==> config.mk <==
export PLATFORM = sky130hd
export DESIGN_NAME = swm_cell
export DESIGN_NICKNAME = d
export VERILOG_FILES = /design/src/sv/swm_pkg.sv /design/src/sv/swm_cell.sv
export SDC_FILE = /design/constraint.sdc
export NUM_CORES = 1
export LEC_CHECK = 0
export BUFFER_PORTS_ARGS = -buffer_cell sky130_fd_sc_hd__buf_4
export CAP_MARGIN = 40
export CORE_MARGIN = 2
export CORE_UTILIZATION = 25
export CTS_CLUSTER_DIAMETER = 30
export DETAILED_ROUTE_END_ITERATION = 8
export GPL_ROUTABILITY_DRIVEN = 0
export PLACE_DENSITY = 0.47
export SKIP_CTS_REPAIR_TIMING = 1
export SLEW_MARGIN = 5
export SYNTH_ARGS = -nofsm -noshare
export SYNTH_HDL_FRONTEND = slang
export SYNTH_SLANG_ARGS = --single-unit
==> constraint.sdc <==
create_clock -name clk -period 1.7 [get_ports clk]
set_input_delay 0 -clock clk [delete_from_list [all_inputs] [get_ports clk]]
set_output_delay 0 -clock clk [all_outputs]
set_load 0.02 [all_outputs]
==> src/sv/swm_pkg.sv <==
// Shared constants and types for the sliding window maximum filter.
// No dependencies; imported by every module of the block.

package swm_pkg;

  localparam int WIN_DEPTH = 64;
  localparam int SMP_W     = 32;
  localparam int WSZ_W     = 7;
  localparam int IDX_W     = (WIN_DEPTH > 1) ? $clog2(WIN_DEPTH) : 1;
  localparam int CNT_W     = $clog2(WIN_DEPTH + 1);
  localparam int EW_W      = (CNT_W > WSZ_W) ? CNT_W : WSZ_W;

  typedef logic signed [SMP_W-1:0] sample_t;
  typedef logic [CNT_W-1:0]        fill_t;
  typedef logic [EW_W-1:0]         win_t;
  typedef logic [IDX_W-1:0]        idx_t;

  typedef struct packed {
    logic adv;
    logic restart;
  } cell_ctl_t;

endpackage

==> src/sv/swm_cell.sv <==
// One cell of the running maximum chain: cell n holds the maximum of the last n+1 samples.
// Depends on swm_pkg.

module swm_cell (
  input  logic               clk,
  input  swm_pkg::cell_ctl_t ctl,
  input  swm_pkg::sample_t   sample,
  input  swm_pkg::sample_t   prev_max,
  output swm_pkg::sample_t   max_r,
  output swm_pkg::sample_t   max_nxt
);
  import swm_pkg::*;

  always_comb begin
    max_nxt = max_r;
    if (ctl.adv) begin
      if (ctl.restart || (sample > prev_max)) begin
        max_nxt = sample;
      end else begin
        max_nxt = prev_max;
      end
    end
  end

  always_ff @(posedge clk) begin
    max_r <= max_nxt;
  end

endmodule

# ---- Word-level counts from Yosys, hierarchy flattened
# Cells that the tools add are included.
dict set report totals {
  ff_bits 32
  input_bits 67
  out_inout_bits 64
  wordCells 5
}
dict set report classes {
  order_cmp 1
  mux 2
  n_reduce_logical 1
}
# cell count
set ops {}
lappend ops {{$mux W32} 2}
lappend ops {{$gt A32 B32 Y1} 1}
lappend ops {{$logic_or A1 B1 Y1} 1}

# ---- Logic depth before layout (Yosys ltp)
dict set report depth {
  word_depth 4
  mapped_depth 9
  ltp_nobuf 8
}

# ---- Least setup slack after synthesis
# Ideal clock, no wire load.
dict set report synth_timing {
  path_kind {input to register}
  startpoint {input prev_max[15]}
  endpoint {register max_r[31]}
  setup_ns 0.169
  arrival_time_ns 1.821
  path_slack_ns -0.291
  cell_stages 8
  path_buffers 0
  path_cell_list {inv_1 > ha_1 > nand4_1 > or3_1 > a21oi_2 > o32ai_2 > o211a_4 > o221ai_1}
}
dict set report synth_via {
  elab_chain_cells 4
}
# element line_no
set synth_lines {}
lappend synth_lines {{start, declared} swm_cell.sv:8} ;# input swm_pkg::sample_t prev_max,
lappend synth_lines {{$gt A32 B32 Y1} swm_cell.sv:17} ;# if (ctl.restart || (sample > prev_max)) begin
lappend synth_lines {{$logic_or A1 B1 Y1} swm_cell.sv:17}
lappend synth_lines {{$mux W32} swm_cell.sv:17}
lappend synth_lines {{$mux W32} swm_cell.sv:16} ;# if (ctl.adv) begin
lappend synth_lines {{via max_nxt[31]} swm_cell.sv:10} ;# output swm_pkg::sample_t max_nxt
lappend synth_lines {{end signal, assigned} swm_cell.sv:26} ;# max_r <= max_nxt;
lappend synth_lines {{end, declared} swm_cell.sv:9} ;# output swm_pkg::sample_t max_r,
# The timed path passes the listed nets, and every way through them passes these cells.

# ---- Worst setup path after layout
dict set report layout_timing {
  startpoint {input prev_max[26]}
  endpoint {output max_nxt[0]}
}
dict set report layout_via {
  elab_chain_cells 4
}
# element line_no
set layout_lines {}
lappend layout_lines {{$gt A32 B32 Y1} swm_cell.sv:17}
lappend layout_lines {{$logic_or A1 B1 Y1} swm_cell.sv:17}
lappend layout_lines {{$mux W32} swm_cell.sv:17}
lappend layout_lines {{$mux W32} swm_cell.sv:16}
lappend layout_lines {{end, declared} swm_cell.sv:10}
# No other way between the ends.

==> results.json <==
{
  "maxCapViolations": 0,
  "synth_compound_area_share_pct": 33.42,
  "synthFlopType": "dfxtp_1",
  "die_h_um": 110.0,
  "violations": "negative setup slack",
  "ys_types": 31,
  "totalPowerFinal_mw": 3.705,
  "fin_nets": 590,
  "max-slew-margin-rel_pct": 77.06,
  "rsz0062_at_grt": "true",
  "dr.pass1.iters": 4,
  "via_per_inst": 4.803,
  "tightestPinTransition_ns": 0.3441,
  "synthSimpleGateAreaFrac_pct": 16.40,
  "slowest_stage": "a221o_2",
  "hold_viol": 0,
  "drt_wl_total_mm": 9.793,
  "synth_top_family_by_area": "compound AO/OA/AOI/OAI gates",
  "root_buffer": "clkbuf_8",
  "synth_top_area_share_pct": 22.82,
  "hp-class": "input pin to register",
  "yosys_warnings": 0,
  "cp-start-kind": "input pin",
  "final_antenna_net_count": 0,
  "yosys.area_share.xor_xnor_pct": 0,
  "netlist_instances": 337,
  "drive_gt1_share_pct": 61.51,
  "initial_utilization_pct": 25.79,
  "synth_fa_ha_area_share_pct": 14.26,
  "wl_per_cell_um": 15.52,
  "path_clk_slew_ns": 0.07,
  "setup_slack_ns": -0.4063,
  "synth_edf_count": 0,
  "synth_top_area_cell": "dfxtp_1",
  "core_region_area_sq_mm": 0.01089,
  "finalCritPeriodShare_pct": 123.9,
  "vias": 3031,
  "grt_use_total_pct": 16.18,
  "synth_area_leaders": "dfxtp_1, o221ai_2, ha_1",
  "worstHoldStart": "sample[23]",
  "p_leak_nw": 2.214,
  "reg_top3": "max_r (32)",
  "grt_overflow": 0,
  "cp_common_cell": "buf_4",
  "postSynthAreaPerCell_sq_um": 8.331,
  "die-area_sq_mm": 0.01209,
  "area.growth.synth_to_final_pct": 95.72,
  "rr_worst_depth": 2,
  "grt_start_max_net_pins": 28,
  "die_w_um": 110.0,
  "setup-violations-final": 62,
  "skew_ns": 0,
  "dpl_cell_area_sq_mm": 0.005035,
  "max_freq_ghz": 0.4748,
  "fin_area_sq_mm": 0.005495,
  "cts_buffer_depth": 2,
  "cts_tree": "yes",
  "status": "finished with violations",
  "path_class": "input pin to primary output",
  "drc_errors": 0,
  "grt_pass1_vias": 3020,
  "critPathRequiredTime_ns": 1.70,
  "muxShareOfSynthArea_pct": 0,
  "yosysSeqAreaShare_pct": 22.82,
  "slowest_delay_ns": 0.42,
  "cp-end-kind": "primary output",
  "cp_max_fo": 6,
  "r2r_setup_slack_ns": 0.98,
  "drv_slew": 0,
  "largest_register": "max_r",
  "grt_pass1_wl_mm": 15.14,
  "r2r_end": "max_r[0]$_DFF_P_",
  "drtIter0Drc": 40,
  "clock-sinks": 32,
  "whs_path_depth": 3,
  "timing.rr.start": "max_r[0]$_DFF_P_",
  "fillers": 1030,
  "ys_ff_latch": 32,
  "peakVddDrop_v": 0.0004099,
  "largest_register_ffs": 32,
  "hold_path_end": "max_r[23]$_DFF_P_",
  "antenna_found_initial": 0,
  "synth-async-reset-ratio_pct": 0,
  "crit_arrival_ns": 2.11,
  "synth_nets": 436,
  "htreeDepth": 2,
  "syn-cell-area_sq_mm": 0.002808,
  "dp_hpwl_mm": 7.918,
  "diodes": 0,
  "numCtsBuffers": 5,
  "power_density_mw_per_mm2": 674.3,
  "row_count": 38,
  "clock_latency_ns": 0.29,
  "path_cells": "buf_6 -> inv_2 -> ha_4 -> nand4_1 -> buf_4 -> nor3_2 -> a211oi_2 -> a221o_2 -> o211a_4 -> buf_4 -> o221ai_4 -> buf_4",
  "num_io_pins": 131,
  "min_period_ns": 2.106,
  "io_buffer_count": 130
}
## worst max-delay path: cells and delay by family
kind | cells | cell delay, ns
buffers and inverters | 5 | 0.62
AND/OR/NAND/NOR | 2 | 0.31
AO/OA/AOI/OAI | 4 | 0.91
adder cells (fa/ha/maj) | 1 | 0.25
## cell usage after synthesis (2+ instances only)
| cell | count |
|---|---|
| inv_1 | 66 |
| nand2_1 | 40 |
| and2_1 | 32 |
| dfxtp_1 | 32 |
| ha_1 | 32 |
| o2111ai_1 | 32 |
| o221ai_2 | 30 |
| clkbuf_1 | 19 |
| a21oi_1 | 14 |
| nand4_1 | 8 |
| buf_2 | 3 |
| buf_6 | 3 |
| nand3_1 | 2 |
| nor2_1 | 2 |
| o21a_1 | 2 |
| o21ai_0 | 2 |
| o21ai_1 | 2 |
| o221ai_1 | 2 |
| or3_1 | 2 |
## cells in the final DEF, fill, tap and decap left out, drive strengths merged, types with 7 or more instances in the layout
| cell type | instances |
|---|---|
| clkbuf | 7 |
| dfxtp | 32 |
| o221ai | 32 |
| inv | 66 |
| a21oi | 15 |
| nand4 | 8 |
| and2 | 32 |
| o2111ai | 32 |
| ha | 32 |
| nand2 | 40 |
| buf | 171 |
## how the worst max path moves through the flow
stage                             end    startpoint  slack [ns]
CTS                       max_nxt[16]  prev_max[31]       -0.45
finish                     max_nxt[0]  prev_max[26]       -0.41
detailed placement        max_nxt[16]  prev_max[31]       -0.45
global route               max_nxt[0]  prev_max[26]       -0.54
floorplan           max_r[10]$_DFF_P_  prev_max[31]       -0.20
global placement           max_nxt[0]  prev_max[13]       -0.44
## metrics by stage
stage	hold WS (ns)	setup TNS [ns]	instances	setup slack [ns]	util, %
finish	0.07081	-13.25	631	-0.4063	50.47
detailed placement	0.3568	-26.31	616	-0.4488	46.24
CTS	0.04784	-16.15	623	-0.4515	46.95
global route	0.07176	-20.48	631	-0.5409	50.47
floorplan	0.2035	-6.872	337	-0.1967	-
global placement	0.3750	-24.80	616	-0.4439	46.24
## per-layer routing
| layer | up-vias | global-route usage (%) | share of wire [%] |
|---|---|---|---|
| li1 | 1527 | - | - |
| met1 | 1415 | 21.27 | 46 |
| met2 | 82 | 27.08 | 48 |
| met3 | 7 | 3.704 | 5.4 |
| met4 | 0 | 3.255 | 0.73 |
| met5 | - | 0 | 0 |
## power by group
part           switching (mW)  internal, mW
Combinational            1.15          1.03
Clock                   0.310         0.279
Sequential             0.0605         0.872
Total                    1.53          2.18
## area by class of cell
| class | count | area (sq um) | area share, % |
|---|---|---|---|
| tap | 140 | 175.2 | 3.188 |
| multi-input combinational | 214 | 2736 | 49.80 |
| inverter | 66 | 300.3 | 5.464 |
| clock buffer | 6 | 72.57 | 1.321 |
| clock inverter | 1 | 5.005 | 0.09107 |
| timing repair buffer | 172 | 1565 | 28.48 |
| sequential | 32 | 640.6 | 11.66 |
## kinds of logic after synthesis
group	Yosys count
fa+ha+maj	32
flops	32
buf+inv	91
simple gates	90
compound gates	92
(Power assumes the default switching activity.)
